===== config.mk =====
export PLATFORM = sky130hd
export DESIGN_NAME = trm_stack
export DESIGN_NICKNAME = d
export VERILOG_FILES = /design/src/trm_pkg.sv /design/src/trm_ram.sv /design/src/trm_stack.sv
export SDC_FILE = /design/constraint.sdc
export NUM_CORES = 2
export LEC_CHECK = 0
export BUFFER_PORTS_ARGS = -buffer_cell sky130_fd_sc_hd__buf_2
export CAP_MARGIN = 5
export CELL_PAD_IN_SITES_DETAIL_PLACEMENT = 0
export CELL_PAD_IN_SITES_GLOBAL_PLACEMENT = 1
export CORE_MARGIN = 10
export CORE_UTILIZATION = 45
export DETAILED_ROUTE_END_ITERATION = 8
export GPL_ROUTABILITY_DRIVEN = 0
export PLACE_DENSITY_LB_ADDON = 0.1
export SYNTH_ARGS = -nofsm -noshare
export SYNTH_HDL_FRONTEND = slang
export SYNTH_SLANG_ARGS = --single-unit

===== constraint.sdc =====
create_clock -name clk -period 16.13 [get_ports clk]
set_input_delay 2.4195 -clock clk [delete_from_list [all_inputs] [get_ports clk]]
set_output_delay 2.4195 -clock clk [all_outputs]
set_load 0.05 [all_outputs]

===== src/trm_pkg.sv =====
// ============================================================================
// trm_pkg : shared types and constants of the register machine execute block
// action codes, error codes, flag positions, stack sizing and bus structs
// ============================================================================
package trm_pkg;

  localparam int WORD_W      = 32;
  localparam int NUM_REGS    = 32;
  localparam int REG_IDX_W   = $clog2(NUM_REGS);
  localparam int FLAGS_W     = 4;
  localparam int LINE_W      = 7;
  localparam int NEXT_W      = 8;
  localparam int PLINES_W    = 8;
  localparam int ACTION_W    = 5;
  localparam int ERR_W       = 2;

  localparam int STACK_DEPTH = 128;
  localparam int MAX_LINES   = 128;
  localparam int STK_CNT_W   = $clog2(STACK_DEPTH + 1);
  localparam int STK_ADDR_W  = $clog2(STACK_DEPTH);

  localparam logic [PLINES_W-1:0] PLINES_RESET = PLINES_W'(128);

  // flag bit positions
  localparam int FLAG_PAR  = 0;
  localparam int FLAG_ZERO = 1;
  localparam int FLAG_NEG  = 2;
  localparam int FLAG_OVF  = 3;

  typedef logic [WORD_W-1:0] word_t;

  typedef enum logic [ACTION_W-1:0] {
    ACT_ADD    = 5'd0,
    ACT_SUB    = 5'd1,
    ACT_AND    = 5'd2,
    ACT_XOR    = 5'd3,
    ACT_OR     = 5'd4,
    ACT_ADDI   = 5'd5,
    ACT_SUBI   = 5'd6,
    ACT_ANDI   = 5'd7,
    ACT_XORI   = 5'd8,
    ACT_ORI    = 5'd9,
    ACT_SWAP   = 5'd10,
    ACT_SKIPEQ = 5'd11,
    ACT_PUSH   = 5'd12,
    ACT_POP    = 5'd13,
    ACT_MOVREG = 5'd14,
    ACT_MOVIMM = 5'd15,
    ACT_JUMP   = 5'd16,
    ACT_INPUT  = 5'd17,
    ACT_OUTPUT = 5'd18,
    ACT_EXIT   = 5'd19
  } action_t;

  typedef enum logic [ERR_W-1:0] {
    ERR_NONE  = 2'd0,
    ERR_FULL  = 2'd1,
    ERR_EMPTY = 2'd2,
    ERR_JUMP  = 2'd3
  } err_t;

  typedef struct packed {
    logic  push;
    logic  pop;
    word_t data;
  } stack_cmd_t;

  typedef struct packed {
    logic                 full;
    logic                 empty;
    logic [STK_CNT_W-1:0] count;
    word_t                tos;
  } stack_stat_t;

endpackage


===== src/trm_ram.sv =====
// ============================================================================
// trm_ram : generic single write, single read ram
// one write port, one read port with registered read data
// ============================================================================
module trm_ram #(
  parameter int WIDTH = 32,
  parameter int DEPTH = 128
) (
  input  logic                     clk,
  input  logic                     we,
  input  logic [$clog2(DEPTH)-1:0] waddr,
  input  logic [WIDTH-1:0]         wdata,
  input  logic [$clog2(DEPTH)-1:0] raddr,
  output logic [WIDTH-1:0]         rdata
);

  logic [WIDTH-1:0] mem [DEPTH];

  always_ff @(posedge clk) begin
    if (we) begin
      mem[waddr] <= wdata;
    end
    rdata <= mem[raddr];
  end

endmodule


===== src/trm_stack.sv =====
// ============================================================================
// trm_stack : push-down stack with top held in a register
// top of stack in flops, lower entries in ram, entry below top prefetched
// ============================================================================
module trm_stack (
  input  logic                  clk,
  input  logic                  rst_n,
  input  trm_pkg::stack_cmd_t   cmd,
  output trm_pkg::stack_stat_t  stat
);
  import trm_pkg::*;

  logic [STK_CNT_W-1:0]  count_r;
  logic [STK_CNT_W-1:0]  count_nxt;
  word_t                 tos_r;
  word_t                 tos_nxt;
  logic                  byp_sel_r;
  word_t                 byp_data_r;
  word_t                 ram_rdata;
  word_t                 below;
  logic                  full;
  logic                  empty;
  logic                  do_push;
  logic                  do_pop;
  logic                  ram_we;
  logic [STK_CNT_W-1:0]  cnt_m1;
  logic [STK_CNT_W-1:0]  cnt_nxt_m2;

  assign full       = (count_r == STK_CNT_W'(STACK_DEPTH));
  assign empty      = (count_r == '0);
  assign do_push    = cmd.push & ~full;
  assign do_pop     = cmd.pop & ~empty;
  assign cnt_m1     = count_r - STK_CNT_W'(1);
  assign cnt_nxt_m2 = count_nxt - STK_CNT_W'(2);
  // old top moves into ram when a push lands on a non-empty stack
  assign ram_we     = do_push & ~empty;
  // entry just below the top, valid whenever count is two or more
  assign below      = byp_sel_r ? byp_data_r : ram_rdata;

  always_comb begin
    count_nxt = count_r;
    tos_nxt   = tos_r;
    if (do_push) begin
      count_nxt = count_r + STK_CNT_W'(1);
      tos_nxt   = cmd.data;
    end else if (do_pop) begin
      count_nxt = cnt_m1;
      tos_nxt   = below;
    end
  end

  trm_ram #(
    .WIDTH (WORD_W),
    .DEPTH (STACK_DEPTH)
  ) u_ram (
    .clk   (clk),
    .we    (ram_we),
    .waddr (cnt_m1[STK_ADDR_W-1:0]),
    .wdata (tos_r),
    .raddr (cnt_nxt_m2[STK_ADDR_W-1:0]),
    .rdata (ram_rdata)
  );

  always_ff @(posedge clk) begin
    if (!rst_n) begin
      count_r   <= '0;
      byp_sel_r <= 1'b0;
    end else begin
      count_r   <= count_nxt;
      byp_sel_r <= do_push;
    end
  end

  // on a push the new below-top is the old top, which the ram read misses
  always_ff @(posedge clk) begin
    tos_r      <= tos_nxt;
    byp_data_r <= tos_r;
  end

  assign stat.full  = full;
  assign stat.empty = empty;
  assign stat.count = count_r;
  assign stat.tos   = tos_r;

endmodule


# [Yosys cells after proc, flatten, opt, wreduce, memory -nomap -nowiden]
# Memories as Yosys holds them, arrays and structs flattened. A register that Yosys moved wholly into a read port is not among the register bits.
# Cells that the tools add are included.
[word_totals] out_inout_bits=42 n_memories=1 reg_bits=73 elab_cells=23 input_bits=36 ramBits=4096
[mem_list] memory="u_ram.mem" words=128 word_bits=32 rd=1 rd_clocked_by_memory_dff=1 write_ports=1 line="trm_ram.sv:17" rtl="logic [WIDTH-1:0] mem [DEPTH];"
[classes] n_reduce_logical=2 n_eq_ne=1 n_bitwise=5 add_sub_neg=3 mux=7
[op_table] op="2-to-1 mux 32 bit" n=3
[op_table] op="2-to-1 mux 8 bit" n=2
[op_table] op="adder 8 x 1 -> 8 bit (second input constant)" n=1
[op_table] op="equality test 8 bit (second input constant)" n=1
[op_table] op="zero test 8 bit" n=1
[op_table] op="subtractor 8 x 1 -> 8 bit (second input constant)" n=1
[op_table] op="subtractor 7 x 2 -> 7 bit (second input constant)" n=1
[op_table] op="AND 1 bit" n=3
[op_table] op="2-to-1 mux 1 bit" n=2
[op_table] op="NOT 1 bit" n=2
[op_table] op="nonzero test 2 bit" n=1

# [Depth between registers and ports, before layout]
[depth] depth_word=6 mapped_depth=29

# [By module]
# A second synthesis with hierarchy kept.
[unflattened] hier_cells=6263 area_unflattened_um2=159346.6
[modules_own_cells] module="trm_ram" cells_each=5990 instances=1 area_each_um2=156276.1
[modules_own_cells] module="trm_stack" cells_each=273 instances=1 area_each_um2=3070.4

# [Worst setup path before layout]
# No wires, ideal clock.
[synth_path] path_kind="input to register" startpoint="input cmd[33] (netlist name)" endpoint="register u_ram.rdata[30], read port of u_ram.mem" required_ps=16010 path_buffers=7 arrival_ps=6810 setup_time_ps=120 cell_stages=21 path_slack_ps=9200 cell_sequence="clkbuf_1 > inv_1 > a21oi_1 > a211oi_1 > or2_2 > clkbuf_1 > inv_1 > buf_2 > buf_2 > clkbuf_1 > buf_2 > buf_1 > ha_1 > inv_1 > a221oi_1 > nand4_1 > xnor2_1 > nand4_1 > or4_1 > o211ai_1 > nor4_1"
[synth_via] elab_chain_len=3
[synth_rtl] item="start, declared" line="trm_stack.sv:8" rtl="input trm_pkg::stack_cmd_t cmd,"
[synth_rtl] item="AND 1 bit" line="trm_stack.sv:31" rtl="assign do_push = cmd.push & ~full;"
[synth_rtl] item="2-to-1 mux 8 bit" line="trm_stack.sv:43" rtl="if (do_push) begin"
[synth_rtl] item="subtractor 7 x 2 -> 7 bit" line="trm_stack.sv:34" rtl="assign cnt_nxt_m2 = count_nxt - STK_CNT_W'(2);"
[synth_rtl] item="end, declared" line="trm_ram.sv:14" rtl="output logic [WIDTH-1:0] rdata"
# No other way between the ends.
# A chain may end at the register's enable or synchronous reset.

# [Final worst setup path]
[layout_path] startpoint="register count_r[0]" endpoint="register u_ram.rdata[12], read port of u_ram.mem"
[layout_via] elab_chain_len=6
[layout_rtl] item="start, declared" line="trm_stack.sv:13" rtl="logic [STK_CNT_W-1:0] count_r;"
[layout_rtl] item="start signal, assigned" line="trm_stack.sv:69" rtl="count_r <= count_nxt;"
[layout_rtl] item="branches (longest 4 deep; another with subtractor 8 x 1 -> 8 bit)"
[layout_rtl] item="2-to-1 mux 8 bit *" line="trm_stack.sv:43"
[layout_rtl] item="subtractor 7 x 2 -> 7 bit *" line="trm_stack.sv:34"
# Every way passes the cells marked *.

==> results_dict.tcl <==
set metrics [dict create \
    slowest_delay_ps 1210 \
    grt_use_met3_pct 3.88 \
    post-route-period-util_pct 54.9 \
    hold_viol 0 \
    rows 225 \
    p_leak_nw 63.0 \
    synth_seq_area_share_pct 73.6 \
    switching_power_mw 16.2 \
    rr_startpoint "count_r[0]" \
    vias 106000 \
    pwr-share-seq_pct 34.1 \
    place_area_um2 179000 \
    start_util_pct 45.3 \
    clkPwrFrac_pct 25.7 \
    grt_pass1_vias 103000 \
    synth-simple-area-share_pct 8.05 \
    htree_levels 5 \
    syn_area_per_cell_um2 15.2 \
    final_cells 16700 \
    path_common_cell "buf_4" \
    min_path_type "reg -> reg" \
    worstPathCellList "inv_1, ha_1, nor2b_1, a211o_1, a22oi_1, or2_4, buf_4, buf_4, buf_4, buf_4, mux4_2, a22oi_1, a221oi_1, a311oi_1, nor4_1" \
    routed_wl_um 587000 \
    syn_nets 11300 \
    worst-slew-pin-transition_ps 1480 \
    drt_pass1_iterations 8 \
    antenna_found_initial 37 \
    combPwrFrac_pct 40.1 \
    drive_above_1_share_pct 14.5 \
    slew_headroom_pct 0.640 \
    grtUsageMet1_pct 37.3 \
    synth-compound-area-share_pct 7.72 \
    min_from "u_ram.rdata[4]" \
    post_cts_buffers 0 \
    synth-xor-area-share_pct 0.0697 \
    crit_arrival_ps 9650 \
    synth_warnings 0 \
    top_usage_layer "met2" \
    synth-edff-count 4128 \
    use_met2_pct 45.8 \
    maxCapViolCount 1 \
    io_buffer_count 77 \
    vias_per_cell 6.31 \
    dp_hpwl_um 328000 \
    stdcell_area_um2 193000 \
    ios 78 \
    cp-startpoint "count_r[0]" \
    num-nets-final 11400 \
    end_kind "flop" \
    grt_max_degree 134 \
    drtIter0Drc 13300 \
    yosys_most_used_dff "edfxtp_1" \
    dieArea_um2 404000 \
    num-fill-cells 31000 \
    yosysTopAreaCellShare_pct 72.7 \
    setup-tns-final_ps 0 \
    cellPowerDensity_nw_per_um2 204 \
    synthCells 11200 \
    numCtsBuffers 444 \
    clock_skew_ps 46.4 \
    ys_ff_latch 4201 \
    cts_tree "yes" \
    status "finished with violations" \
    cts_resized 0 \
    chipWidth_um 635 \
    yosysTopAreaCell "edfxtp_1" \
    switching_share_pct 41.3 \
    cts-hold-fix-buffers 0 \
    layout_min_cycle_time_ps 8850 \
    dp_cells 15900 \
    cp_max_fo 55 \
    drtAntennaViolNets 0 \
    synth_common_cells "4128 x edfxtp_1, 1604 x nand2_1, 930 x nand3_1" \
    synthArstFlopShare_pct 0 \
    grt_pass1_wl_um 812000 \
    worstSetupPathType "reg -> reg" \
    fmax_ghz 0.113 \
    ir_drop_mv 0.255 \
    cts.sinks 4201 \
    synthTopCellsByArea "edfxtp_1 73%, mux2i_1 4.3%, mux4_2 3.8%" \
    finish.utilization_pct 51.2 \
    rsz0062_at_grt "false" \
    grt_usage_pct 27.9 \
    root_buffer "clkbuf_16" \
    synth_cell_types 78 \
    violations "max-capacitance violations" \
    slew_viol_final 0 \
    synth_most_common_cell "edfxtp_1" \
    cts.path.max_buffers 4 \
    yosys.area_share.adder_pct 0.0294 \
    die_y_um 635 \
    synth_area_um2 170000 \
    synth.area.mux_share_pct 8.53 \
    clk_pin_slew_ps 60 \
    drc 0 \
    critPathRequiredTime_ps 16930 \
    syn_to_final_growth_pct 13.2 \
    fp.coreArea_um2 376000 \
    wire_per_inst_um 35.1 \
    start_kind "flop" \
    overflow 0 \
    p_int_mw 23.1 \
    slowest_stage "a311oi_1" \
    synth_top_family_by_area "multiplexers" \
    setup_viol 0 \
    clk_latency_ps 1000 \
]
-- metal layers --
metal | part of all wire [%] | vias to the layer above
met3 | 7.3 | 956
met4 | 5.3 | 8
met2 | 48 | 4856
met5 | 0.0097 | -
met1 | 40 | 55500
li1 | - | 44400
-- placed cells by master (no fill, tap or decap), types with 154 or more instances in the layout --
| cell | netlist | final |
|---|---|---|
| edfxtp_1 | 4128 | 4128 |
| nand2_1 | 1604 | 1595 |
| nand3_1 | 930 | 925 |
| mux2i_1 | 733 | 733 |
| clkbuf_16 | 0 | 454 |
| a21oi_1 | 426 | 423 |
| buf_4 | 16 | 378 |
| a211oi_1 | 375 | 373 |
| o21ai_0 | 307 | 295 |
| mux4_2 | 288 | 288 |
| nor2_1 | 409 | 277 |
| a221oi_1 | 258 | 258 |
| a22oi_1 | 154 | 154 |
-- cells by family (layout without fill, tap and decap cells) --
| logic type | after synthesis | in the layout |
|---|---|---|
| flops | 4201 | 4201 |
| fa+ha+maj | 4 | 4 |
| buf+inv | 848 | 1320 |
| compound gates | 1913 | 1913 |
| simple gates | 3177 | 3177 |
| xor+xnor | 11 | 11 |
| mux | 1084 | 1084 |
| other cells | 0 | 35 |
-- per-stage QoR --
step	total power, mW	setup slack (ps)	hold WS (ps)
after floorplan	22.1	9200	558
after global placement	29.1	6000	591
after detailed placement	29.4	6690	603
after CTS	39.4	7320	613
after global routing	40.6	7070	625
final	39.3	7280	613
-- flip-flops by register name (all words and copies together), names as in the netlist --
| signal | flops |
|---|---|
| byp_sel_r | 1 |
| count_r | 8 |
| byp_data_r | 32 |
| tos_r | 32 |
| u_ram.rdata | 32 |
| u_ram.mem | 4096 |
-- path summary, 6_finish.rpt --
check | slack, ps | to | depth (start not counted)
setup / recovery | 7280 | u_ram.rdata[12] | 15
hold / removal | 610 | tos_r[4] | 2
setup reg to reg | 7280 | u_ram.rdata[12] | 15
hold reg to reg | 610 | tos_r[4] | 2
-- cell type report --
type	instances	area, um^2	share of cell area (%)
flip-flops and latches	4201	125000	65.0
multi-input cells	6189	43000	22.3
clock buffers	580	12000	6.22
well taps	4994	6250	3.24
repair buffers	485	3780	1.96
clock inverters	242	2250	1.17
diodes	35	87.6	0.0454
inverters	13	56.3	0.0292
-- critical path, delay by kind of cell, from the launching register on --
family,cells,cell delay [ps]
AOI/OAI and AO/OA,5,2260
DFF,1,860
adders and majority gates,1,490
muxes,1,410
and+or+nand+nor,3,1000
buffers and inverters,5,3480
-- power groups by stage --
stage                     clock network, mW  registers, mW  logic (mW)
final                                  10.1           13.4        15.8
after global routing                   10.7           13.4        16.5
after CTS                              10.2           13.4        15.8
after detailed placement                  0           13.6        15.7
after global placement                    0           13.6        15.5
after floorplan                           0           14.2        7.94
Power figures use the tool's default switching activity.
