`src/trm_pkg.sv`:
```
// ============================================================================
// trm_pkg : shared types and constants of the register machine execute block
// action codes, error codes, flag positions, stack sizing and bus structs
// ============================================================================
package trm_pkg;

  localparam int WORD_W      = 32;
  localparam int NUM_REGS    = 32;
  localparam int REG_IDX_W   = $clog2(NUM_REGS);
  localparam int FLAGS_W     = 4;
  localparam int LINE_W      = 7;
  localparam int NEXT_W      = 8;
  localparam int PLINES_W    = 8;
  localparam int ACTION_W    = 5;
  localparam int ERR_W       = 2;

  localparam int STACK_DEPTH = 128;
  localparam int MAX_LINES   = 128;
  localparam int STK_CNT_W   = $clog2(STACK_DEPTH + 1);
  localparam int STK_ADDR_W  = $clog2(STACK_DEPTH);

  localparam logic [PLINES_W-1:0] PLINES_RESET = PLINES_W'(128);

  // flag bit positions
  localparam int FLAG_PAR  = 0;
  localparam int FLAG_ZERO = 1;
  localparam int FLAG_NEG  = 2;
  localparam int FLAG_OVF  = 3;

  typedef logic [WORD_W-1:0] word_t;

  typedef enum logic [ACTION_W-1:0] {
    ACT_ADD    = 5'd0,
    ACT_SUB    = 5'd1,
    ACT_AND    = 5'd2,
    ACT_XOR    = 5'd3,
    ACT_OR     = 5'd4,
    ACT_ADDI   = 5'd5,
    ACT_SUBI   = 5'd6,
    ACT_ANDI   = 5'd7,
    ACT_XORI   = 5'd8,
    ACT_ORI    = 5'd9,
    ACT_SWAP   = 5'd10,
    ACT_SKIPEQ = 5'd11,
    ACT_PUSH   = 5'd12,
    ACT_POP    = 5'd13,
    ACT_MOVREG = 5'd14,
    ACT_MOVIMM = 5'd15,
    ACT_JUMP   = 5'd16,
    ACT_INPUT  = 5'd17,
    ACT_OUTPUT = 5'd18,
    ACT_EXIT   = 5'd19
  } action_t;

  typedef enum logic [ERR_W-1:0] {
    ERR_NONE  = 2'd0,
    ERR_FULL  = 2'd1,
    ERR_EMPTY = 2'd2,
    ERR_JUMP  = 2'd3
  } err_t;

  typedef struct packed {
    logic  push;
    logic  pop;
    word_t data;
  } stack_cmd_t;

  typedef struct packed {
    logic                 full;
    logic                 empty;
    logic [STK_CNT_W-1:0] count;
    word_t                tos;
  } stack_stat_t;

endpackage

```
`src/trm_alu.sv`:
```
// ============================================================================
// trm_alu : arithmetic and logic unit
// add, sub, and, xor, or on two words, with status flag update
// ============================================================================
module trm_alu (
  input  trm_pkg::action_t             action,
  input  trm_pkg::word_t               a,
  input  trm_pkg::word_t               b,
  input  logic [trm_pkg::FLAGS_W-1:0]  flags_in,
  output trm_pkg::word_t               result,
  output logic [trm_pkg::FLAGS_W-1:0]  flags_out,
  output logic                         is_alu
);
  import trm_pkg::*;

  word_t sum;
  word_t diff;
  logic  ovf;

  always_comb begin
    sum    = a + b;
    diff   = a - b;
    result = '0;
    ovf    = flags_in[FLAG_OVF];
    is_alu = 1'b1;
    case (action)
      ACT_ADD, ACT_ADDI: begin
        result = sum;
        ovf    = (a[WORD_W-1] ^ sum[WORD_W-1]) & (b[WORD_W-1] ^ sum[WORD_W-1]);
      end
      ACT_SUB, ACT_SUBI: begin
        result = diff;
        ovf    = (a[WORD_W-1] ^ b[WORD_W-1]) & (a[WORD_W-1] ^ diff[WORD_W-1]);
      end
      ACT_AND, ACT_ANDI: result = a & b;
      ACT_XOR, ACT_XORI: result = a ^ b;
      ACT_OR,  ACT_ORI:  result = a | b;
      default:           is_alu = 1'b0;
    endcase
    if (is_alu) begin
      flags_out            = '0;
      flags_out[FLAG_PAR]  = ^result;
      flags_out[FLAG_ZERO] = (result == '0);
      flags_out[FLAG_NEG]  = result[WORD_W-1];
      flags_out[FLAG_OVF]  = ovf;
    end else begin
      flags_out = flags_in;
    end
  end

endmodule

```
`config.mk`:
```
export PLATFORM = sky130hd
export DESIGN_NAME = trm_alu
export DESIGN_NICKNAME = d
export VERILOG_FILES = /design/src/trm_pkg.sv /design/src/trm_alu.sv
export SDC_FILE = /design/constraint.sdc
export NUM_CORES = 1
export LEC_CHECK = 0
export BUFFER_PORTS_ARGS = -buffer_cell sky130_fd_sc_hd__buf_4
export CORE_ASPECT_RATIO = 1.75
export CORE_MARGIN = 4
export CORE_UTILIZATION = 54
export DETAILED_ROUTE_END_ITERATION = 8
export MAX_ROUTING_LAYER = met4
export PLACE_DENSITY = 0.82
export RECOVER_POWER = 50
export SETUP_SLACK_MARGIN = 0.1
export SYNTH_ARGS = -nofsm -noshare
export SYNTH_HDL_FRONTEND = slang
export SYNTH_SLANG_ARGS = --single-unit
```
`constraint.sdc`:
```
create_clock -name vclk -period 6.1
set_clock_uncertainty 0.15 [all_clocks]
set_input_delay 1.22 -clock vclk [all_inputs]
set_output_delay 1.22 -clock vclk [all_outputs]
set_load 0.02 [all_outputs]
```
* Yosys cells after proc, flatten, opt, wreduce, memory -nomap -nowiden
Index checks and enable logic that the tools add are counted.
Word-level totals: register bits 0, latch bits 0, bits in writable memories 0, bits in read-only memories 0, output and inout port bits 37, memories 0
Cells by class: add/sub/neg operators 2, multiply operators 0, div/mod/pow operators 0, magnitude comparators 0, equal/unequal tests 9, shift operators 0, mux-type cells 4, bitwise logic cells 9, reductions and logical operators 9
Operator list (count):
- 32-bit one-hot mux with 5 select lines | 1
- 32-bit adder | 1
- 32-bit bitwise AND | 1
- 32-bit zero test | 1
- 32-bit bitwise OR | 1
- 32-bit XOR reduction | 1
- 32-bit subtractor | 1
- 32-bit bitwise XOR | 1
- 5-bit by 3-bit equality test with 1-bit output, second input constant | 4
- 5-bit by 2-bit equality test with 1-bit output, second input constant | 2
- 5-bit by 4-bit equality test with 1-bit output, second input constant | 2
- 10-bit OR reduction | 1
- 2-bit OR reduction | 5
- 5-bit by 1-bit equality test with 1-bit output, second input constant | 1
- 5-bit zero test | 1
- 4-bit 2-to-1 mux | 1
- 1-bit bitwise XOR | 4
- 1-bit bitwise AND | 2
- 1-bit one-hot mux with 2 select lines | 1
- 1-bit 2-to-1 mux | 1

* Longest topological paths before layout
Gate-level depths: netlist of the first run.
word-level depth 5, gate-level depth with buffers 19, gate-level depth less buffers 19

* Least setup slack after synthesis of the first run
OpenSTA, ideal clock, no wires.
path kind in2out, start in a[0], end out flags_out[1] in the netlist's numbering, arrival time 4.865 ns, path slack -0.135 ns, cell stages on the path 15, cell sequence ha_1 > fa_1 > a21o_1 > a221o_1 > a311oi_2 > o31a_1 > o41a_2 > o21ai_1 > a21o_1 > a221o_1 > a21oi_1 > ha_1 > nand4_1 > or4_1 > o21ai_0
On the way: cells in the longest elaborated chain, start to end 4, elaborated cells on any way between the ends 8
Ends and longest elaborated chain:
- start, declared | line trm_alu.sv:7 | input trm_pkg::word_t a,
- 32-bit subtractor (tied with other cells) | line trm_alu.sv:22 | diff = a - b;
- 32-bit one-hot mux with 5 select lines (*) | line trm_alu.sv:26 | case (action)
- 32-bit zero test (*) | line trm_alu.sv:43 | flags_out[FLAG_ZERO] = (result == '0);
- 4-bit 2-to-1 mux (*) | line trm_alu.sv:40 | if (is_alu) begin
- end, declared | line trm_alu.sv:11 | output logic [trm_pkg::FLAGS_W-1:0] flags_out,
Mark *: on every way between the ends. The rest lies on a longest branch, timed or not.

* Worst setup path in the final report of the first run
start in a[1], end out flags_out[0] in the netlist's numbering
On the way: cells in the longest elaborated chain, start to end 4, elaborated cells on any way between the ends 8
Ends and longest elaborated chain:
- 32-bit subtractor (tied with other cells) | line trm_alu.sv:22
- 32-bit one-hot mux with 5 select lines (*) | line trm_alu.sv:26
- 32-bit XOR reduction (*) | line trm_alu.sv:42 | flags_out[FLAG_PAR] = ^result;
- 4-bit 2-to-1 mux (*) | line trm_alu.sv:40
Marks and branches as above.

==> results of run 1 <==
==> per-layer routing <==
metal  share of wire  wire length (um)  GRT usage  vias up
li1                -                 -          -     3723
met1            0.32              8060      0.379     3792
met2            0.51             12800      0.681      575
met3           0.078              1970     0.0374      214
met4           0.095              2400      0.279        0
met5               0                 0          -        -
==> path summary, 6_finish.rpt <==
| check | to | slack [ns] | depth (start not counted) |
|---|---|---|---|
| max | flags_out[0] | -0.49 | 20 |
| min | flags_out[1] | 2.58 | 4 |
==> synth_stat cells (15+ instances only) <==
cell                       count  area (um^2)
sky130_fd_sc_hd__ha_1        119         1490
sky130_fd_sc_hd__inv_1       104          390
sky130_fd_sc_hd__nor2_1       89          334
sky130_fd_sc_hd__a21oi_1      84          420
sky130_fd_sc_hd__nand2_1      52          195
sky130_fd_sc_hd__o21ai_0      38          190
sky130_fd_sc_hd__clkbuf_1     36          135
sky130_fd_sc_hd__a21o_1       21          158
sky130_fd_sc_hd__nor3_1       19         95.1
sky130_fd_sc_hd__a211oi_1     18          135
sky130_fd_sc_hd__xnor2_1      16          140
sky130_fd_sc_hd__nand3_1      15         75.1
==> final cells by class <==
class / count / area (um^2)
fillers: 802 / 2080
well taps: 130 / 163
repair buffers: 326 / 2480
inverters: 107 / 402
multi-input cells: 716 / 5510
==> per-stage QoR <==
step	setup WS, ns	util	setup TNS, ns	total power [mW]
2_1_floorplan	0.128	-	0	0.582
4_1_cts	-0.358	0.794	-0.477	1.04
3_5_place_dp	-0.472	0.780	-0.864	1.02
6_report	-0.489	0.804	-0.732	1.09
5_1_grt	-0.678	0.804	-1.14	1.16
3_3_place_gp	-0.427	0.780	-0.738	1.00
==> power by group <==
part           total, mW  leakage [nW]  switching, mW  internal (mW)
clock network          0             0              0              0
logic               1.09          4.49          0.590          0.500
registers              0             0              0              0
total               1.09          4.49          0.590          0.500
==> what timing repair did <==
action / in CTS / in global routing
endpoints found under the hold margin: 0 / 0
setup endpoints to repair: 2 / 2
setup buffers: 2 / 1
cloned: 0 / 0
gates resized for setup: 27 / 31
pin swaps: 9 / 19
==> cell families after synthesis <==
group | share of synthesized area
xor+xnor | 0.0312
compound gates | 0.389
buf+inv | 0.107
simple gates | 0.201
fa+ha+maj | 0.261
mux | 0.0103
==> critical path: cells and delay by family <==
kind	cells	cell delay (ns)
adder cells (fa/ha/maj)	2	0.65
AND/OR/NAND/NOR	4	0.67
XOR/XNOR	4	0.92
buffers and inverters	4	0.50
AO/OA/AOI/OAI	6	1.24
==> metrics.log, run 1 <==
INFO  metric min_delay_path_class = in -> out
INFO  metric drt_iter0_drc = 793
INFO  metric final.hold.worst_slack = 2.58 ns
INFO  metric grt_antenna_before_repair = 0
INFO  metric instances_no_fill = between 1000 and 1500
INFO  metric post_route_cells_drive_above_1_share = 0.339
INFO  metric numPlacedInstances = between 1000 and 1500
INFO  metric p_leak = 4.49 nW
INFO  metric crit_arrival = 5.22 ns
INFO  metric finalHoldViolations = 0
INFO  metric setup_viol = 2
INFO  metric worst-path-max-fanout = 4
INFO  metric fin_area = 0.00855 mm^2
INFO  metric numPortBuffers = 110
INFO  metric flops_and_latches = 0
INFO  metric maxCapViolations = 0
INFO  metric vias_per_cell = about 6.5
INFO  metric timing.hold.worst.start = flags_in[1]
INFO  metric rsz0062_at_grt = yes
INFO  metric coreArea = 0.0106 mm^2
INFO  metric floorplan.die_area = 0.0126 mm^2
INFO  metric layout.cells.most_common_list = 311 x sky130_fd_sc_hd__buf_4, 110 x sky130_fd_sc_hd__ha_1, 103 x sky130_fd_sc_hd__inv_1
INFO  metric seq_area_frac_synth = 0
INFO  metric routedWlPerCell = 19.7 um
INFO  metric worst_slew_margin_rel = 0.230
INFO  metric final_critical_path_setup_slack = -0.489 ns
INFO  metric ctsHoldBuffers = 0
INFO  metric n_antenna_cell = 0
INFO  metric irDropWorstVdd = approximately 0.1 mV
INFO  metric ant_nets = 0
INFO  metric route.detailed.drc = 1
INFO  metric floorplan.initialDensity = 0.550
INFO  metric cp.required = 4.73 ns
INFO  metric fp.dieH = 146 um
INFO  metric synth.yosys.warnings = 0
INFO  metric fmaxAchievable = 0.152 GHz
INFO  metric syn-cell-area = 0.00585 mm^2
INFO  metric globalRouteOverflowTotal = 0
INFO  metric slowest_cp_cell = sky130_fd_sc_hd__ha_1
INFO  metric dr.pass1.iters = 9
INFO  metric synthDistinctLibCells = 80
INFO  metric final_max_slew_viol_count = 0
INFO  metric placementRows = 50
INFO  metric synthCells = slightly below 900
INFO  metric setup.worst_path.end_class = output port
INFO  metric number_of_primary_i_o_pins = 110
INFO  metric post-route-period-util = 1.08
INFO  metric grt_use_total = 0.386
INFO  metric failed_checks = design-rule violations, negative setup slack
INFO  metric place_hpwl = 20.0 mm
INFO  metric final_period_minus_worst_setup_slack = 6.59 ns
INFO  metric drt-total-wl = approximately 25 mm
INFO  metric sequential_cell_area = 0 um^2
INFO  metric syn2layout_area_growth = 46.1%
INFO  metric synth.net_count = around 1100
INFO  metric outcome = finished, violations left
INFO  metric power_density = 127 mW/mm^2
INFO  metric layout.cells.most_common = sky130_fd_sc_hd__buf_4
INFO  metric maximum_number_of_pins_on_one_net_before_global_route_repair = 35
INFO  metric worst_path_cell_chain = buf_4 -> inv_1 -> ha_1 -> o21ba_2 -> nor4_1 -> o211a_1 -> a211oi_2 -> o311a_1 -> buf_4 -> nor2b_1 -> and2_1 -> nor2_1 -> o311a_1 -> ha_1 -> xnor2_1 -> xnor2_1 -> xnor2_1 -> xnor2_1 -> a21oi_2 -> buf_4
INFO  metric tightest_slew = 1.14 ns
INFO  metric first_global_vias = just over 8000
INFO  metric synth_area_per_cell = about 6.7 um^2
INFO  metric path_common_cell = sky130_fd_sc_hd__xnor2_1
INFO  metric die_boundary_width = roughly 87 um
INFO  metric clockBufferCount = 0
INFO  metric final_nets = 1345
INFO  metric worstSetupStartpoint = a[1]
INFO  metric start_to_end_type_of_the_worst_setup_path = in -> out
INFO  metric routed-via-count = 8304
INFO  metric finalWeightedCongestion = 1.08
INFO  metric grt_first_pass_wirelength = 38.6 mm
INFO  metric critical-path-max-stage-delay = ~0.35 ns
INFO  metric start_kind = primary input
INFO  metric detailed_place.area = just over 0.008 mm^2
Power figures use the tool's default switching activity.
==> run 2: changes to the inputs <==
--- a/config.mk
+++ b/config.mk
@@ -8,12 +8,11 @@
 export BUFFER_PORTS_ARGS = -buffer_cell sky130_fd_sc_hd__buf_4
 export CORE_ASPECT_RATIO = 1.75
 export CORE_MARGIN = 4
-export CORE_UTILIZATION = 54
+export CORE_UTILIZATION = 30
 export DETAILED_ROUTE_END_ITERATION = 8
 export MAX_ROUTING_LAYER = met4
-export PLACE_DENSITY = 0.82
-export RECOVER_POWER = 50
-export SETUP_SLACK_MARGIN = 0.1
+export PLACE_DENSITY = 0.51
+export SETUP_SLACK_MARGIN = 0.3
 export SYNTH_ARGS = -nofsm -noshare
 export SYNTH_HDL_FRONTEND = slang
 export SYNTH_SLANG_ARGS = --single-unit
==> run 2 against run 1 <==
Effect of this change:
- the flow finishes with violations (negative setup slack)
- cell count rose by 11%
- setup slack improved by 0.14 ns
- die area rose by 73%
- first-iteration DRC count fell by 55%
- combinational power barely moved
- clock-buffer cell count did not move
- worst hold slack improved by 0.015 ns
- fmax rose by 2.2%
- final area rose by 3.0%
==> metrics.log, run 2 (synthesized netlist as in run 1, its figures left out) <==
INFO  metric finalHoldViolations = 0 (unchanged)
INFO  metric final_core_utilization = 0.459 (was 0.804)
INFO  metric start_kind = primary input (unchanged)
INFO  metric routedWlPerCell = 17.9 um (was 19.7 um)
INFO  metric final_nets = 1373 (was 1345)
INFO  metric sequential_cell_area = 0 um^2 (unchanged)
INFO  metric final.hold.worst_slack = 2.59 ns (was 2.58 ns)
INFO  metric die_boundary_width = 114 um (was 86.7 um)
INFO  metric coreArea = 0.0192 mm^2 (was 0.0106 mm^2)
INFO  metric final_max_slew_viol_count = 0 (unchanged)
INFO  metric numPortBuffers = 110 (unchanged)
INFO  metric globalRouteOverflowTotal = 0 (unchanged)
INFO  metric grt_first_pass_wirelength = 39.1 mm (was 38.6 mm)
INFO  metric dp_worst_setup_slack = -0.501 ns (was -0.472 ns)
INFO  metric critical_path_buf_inv_count = 4 (unchanged)
INFO  metric detailed_place.area = 0.00868 mm^2 (was 0.00830 mm^2)
INFO  metric failed_checks = negative setup slack (was design-rule violations, negative setup slack)
INFO  metric flops_and_latches = 0 (unchanged)
INFO  metric drt-total-wl = 25.4 mm (was 25.2 mm)
INFO  metric syn2layout_area_growth = 50.5% (was 46.1%)
INFO  metric instances_no_fill = 1418 (was 1279)
INFO  metric floorplan.die_area = 0.0219 mm^2 (was 0.0126 mm^2)
INFO  metric crit_arrival = 5.08 ns (was 5.22 ns)
INFO  metric drt_iter0_drc = 357 (was 793)
INFO  metric route.detailed.drc = 0 (was 1)
INFO  metric rsz0062_at_grt = yes (unchanged)
INFO  metric final_period_minus_worst_setup_slack = 6.45 ns (was 6.59 ns)
INFO  metric worst-path-max-fanout = 8 (was 4)
INFO  metric worst_slew_margin_rel = 0.508 (was 0.230)
INFO  metric post-route-period-util = 1.06 (was 1.08)
INFO  metric worst_path_cell_chain = buf_4 -> inv_1 -> ha_1 -> buf_4 -> and3_1 -> a221o_1 -> a311oi_2 -> o31a_1 -> o41a_2 -> o21ai_2 -> a21o_1 -> a221o_1 -> a21oi_2 -> ha_1 -> xor2_1 -> xnor2_1 -> xnor2_1 -> xnor2_1 -> a21oi_2 -> buf_4 (was buf_4 -> inv_1 -> ha_1 -> o21ba_2 -> nor4_1 -> o211a_1 -> a211oi_2 -> o311a_1 -> buf_4 -> nor2b_1 -> and2_1 -> nor2_1 -> o311a_1 -> ha_1 -> xnor2_1 -> xnor2_1 -> xnor2_1 -> xnor2_1 -> a21oi_2 -> buf_4)
INFO  metric outcome = finished, violations left (unchanged)
INFO  metric ctsHoldBuffers = 0 (unchanged)
INFO  metric critical-path-max-stage-delay = 0.42 ns (was 0.35 ns)
INFO  metric fmaxAchievable = 0.155 GHz (was 0.152 GHz)
INFO  metric finalWeightedCongestion = 0.941 (was 1.08)
INFO  metric ant_nets = 0 (unchanged)
INFO  metric cp.required = 4.73 ns (about the same)
INFO  metric dr.pass1.iters = 5 (was 9)
INFO  metric routed-via-count = 7624 (was 8304)
INFO  metric grt_use_total = 0.228 (was 0.386)
INFO  metric p_leak = 4.64 nW (was 4.49 nW)
INFO  metric vias_per_cell = 5.38 (was 6.49)
INFO  metric n_antenna_cell = 0 (unchanged)
INFO  metric grt_antenna_before_repair = 0 (unchanged)
INFO  metric clockBufferCount = 0 (unchanged)
INFO  metric totalPowerFinal = 1.08 mW (was 1.09 mW)
INFO  metric accumulated_negative_setup_slack = -0.596 ns (was -0.732 ns)
INFO  metric place_hpwl = 21.7 mm (was 20.0 mm)
INFO  metric maxCapViolations = 0 (unchanged)
INFO  metric setup_viol = 2 (unchanged)
INFO  metric fillers = 2074 (was 802)
INFO  metric setup.worst_path.end_class = output port (unchanged)
INFO  metric slowest_cp_cell = sky130_fd_sc_hd__a221o_1 (was sky130_fd_sc_hd__ha_1)
INFO  metric number_of_primary_i_o_pins = 110 (unchanged)
INFO  metric critical_path.top_delay_family = compound AO/OA/AOI/OAI gates (unchanged)
INFO  metric layout.cells.most_common = sky130_fd_sc_hd__buf_4 (unchanged)
INFO  metric fp.dieH = 193 um (was 146 um)
INFO  metric maximum_number_of_pins_on_one_net_before_global_route_repair = 35 (unchanged)
INFO  metric min_delay_path_class = in -> out (unchanged)
INFO  metric irDropWorstVdd = 0.149 mV (was 0.100 mV)
INFO  metric tightest_slew = 0.738 ns (was 1.14 ns)
INFO  metric placementRows = 67 (was 50)
INFO  metric first_global_vias = 7831 (was 8079)
INFO  metric multi_input_comb_area = 0.00538 mm^2 (was 0.00551 mm^2)
INFO  metric floorplan.initialDensity = 0.305 (was 0.550)
INFO  metric layout.cells.most_common_list = 347 x sky130_fd_sc_hd__buf_4, 115 x sky130_fd_sc_hd__ha_1, 104 x sky130_fd_sc_hd__inv_1 (was 311 x sky130_fd_sc_hd__buf_4, 110 x sky130_fd_sc_hd__ha_1, 103 x sky130_fd_sc_hd__inv_1)
INFO  metric final_critical_path_setup_slack = -0.346 ns (was -0.489 ns)
INFO  metric post_route_cells_drive_above_1_share = 0.342 (was 0.339)
INFO  metric fin_area = 0.00881 mm^2 (was 0.00855 mm^2)
INFO  metric numPlacedInstances = 1416 (was 1276)
INFO  metric power_density = 123 mW/mm^2 (was 127 mW/mm^2)
INFO  metric start_to_end_type_of_the_worst_setup_path = in -> out (unchanged)
==> run 2: cell type report <==
class,count,share of cell area
Inverter,107,0.0456
Multi-Input combinational cell,716,0.611
Tap cell,241,0.0342
Timing Repair Buffer,354,0.310
==> run 2: metal layers <==
metal  vias to the layer above  routed length [um]  GRT usage
met5                         -                   0          -
li1                       3779                   -          -
met4                         0                1570      0.121
met3                        71                 794    0.00690
met2                       220               14100      0.451
met1                      3554                8980      0.220
==> run 2: what timing repair did <==
item                                    in CTS  in global routing
gates resized for setup                     10                 15
endpoints found under the setup margin       2                  2
pin swaps                                    6                  2
buffers inserted                             2                  0
hold endpoints to repair                     0                  0
==> run 2: power by group <==
group | switching (mW) | internal, mW
combinational | 0.562 | 0.518
clock | 0 | 0
sequential | 0 | 0
==> run 2: path summary, 6_finish.rpt <==
kind / startpoint / endpoint / cells past startpoint
worst min-delay path: flags_in[1] / flags_out[1] / 4
worst max-delay path: a[5] / flags_out[0] / 20
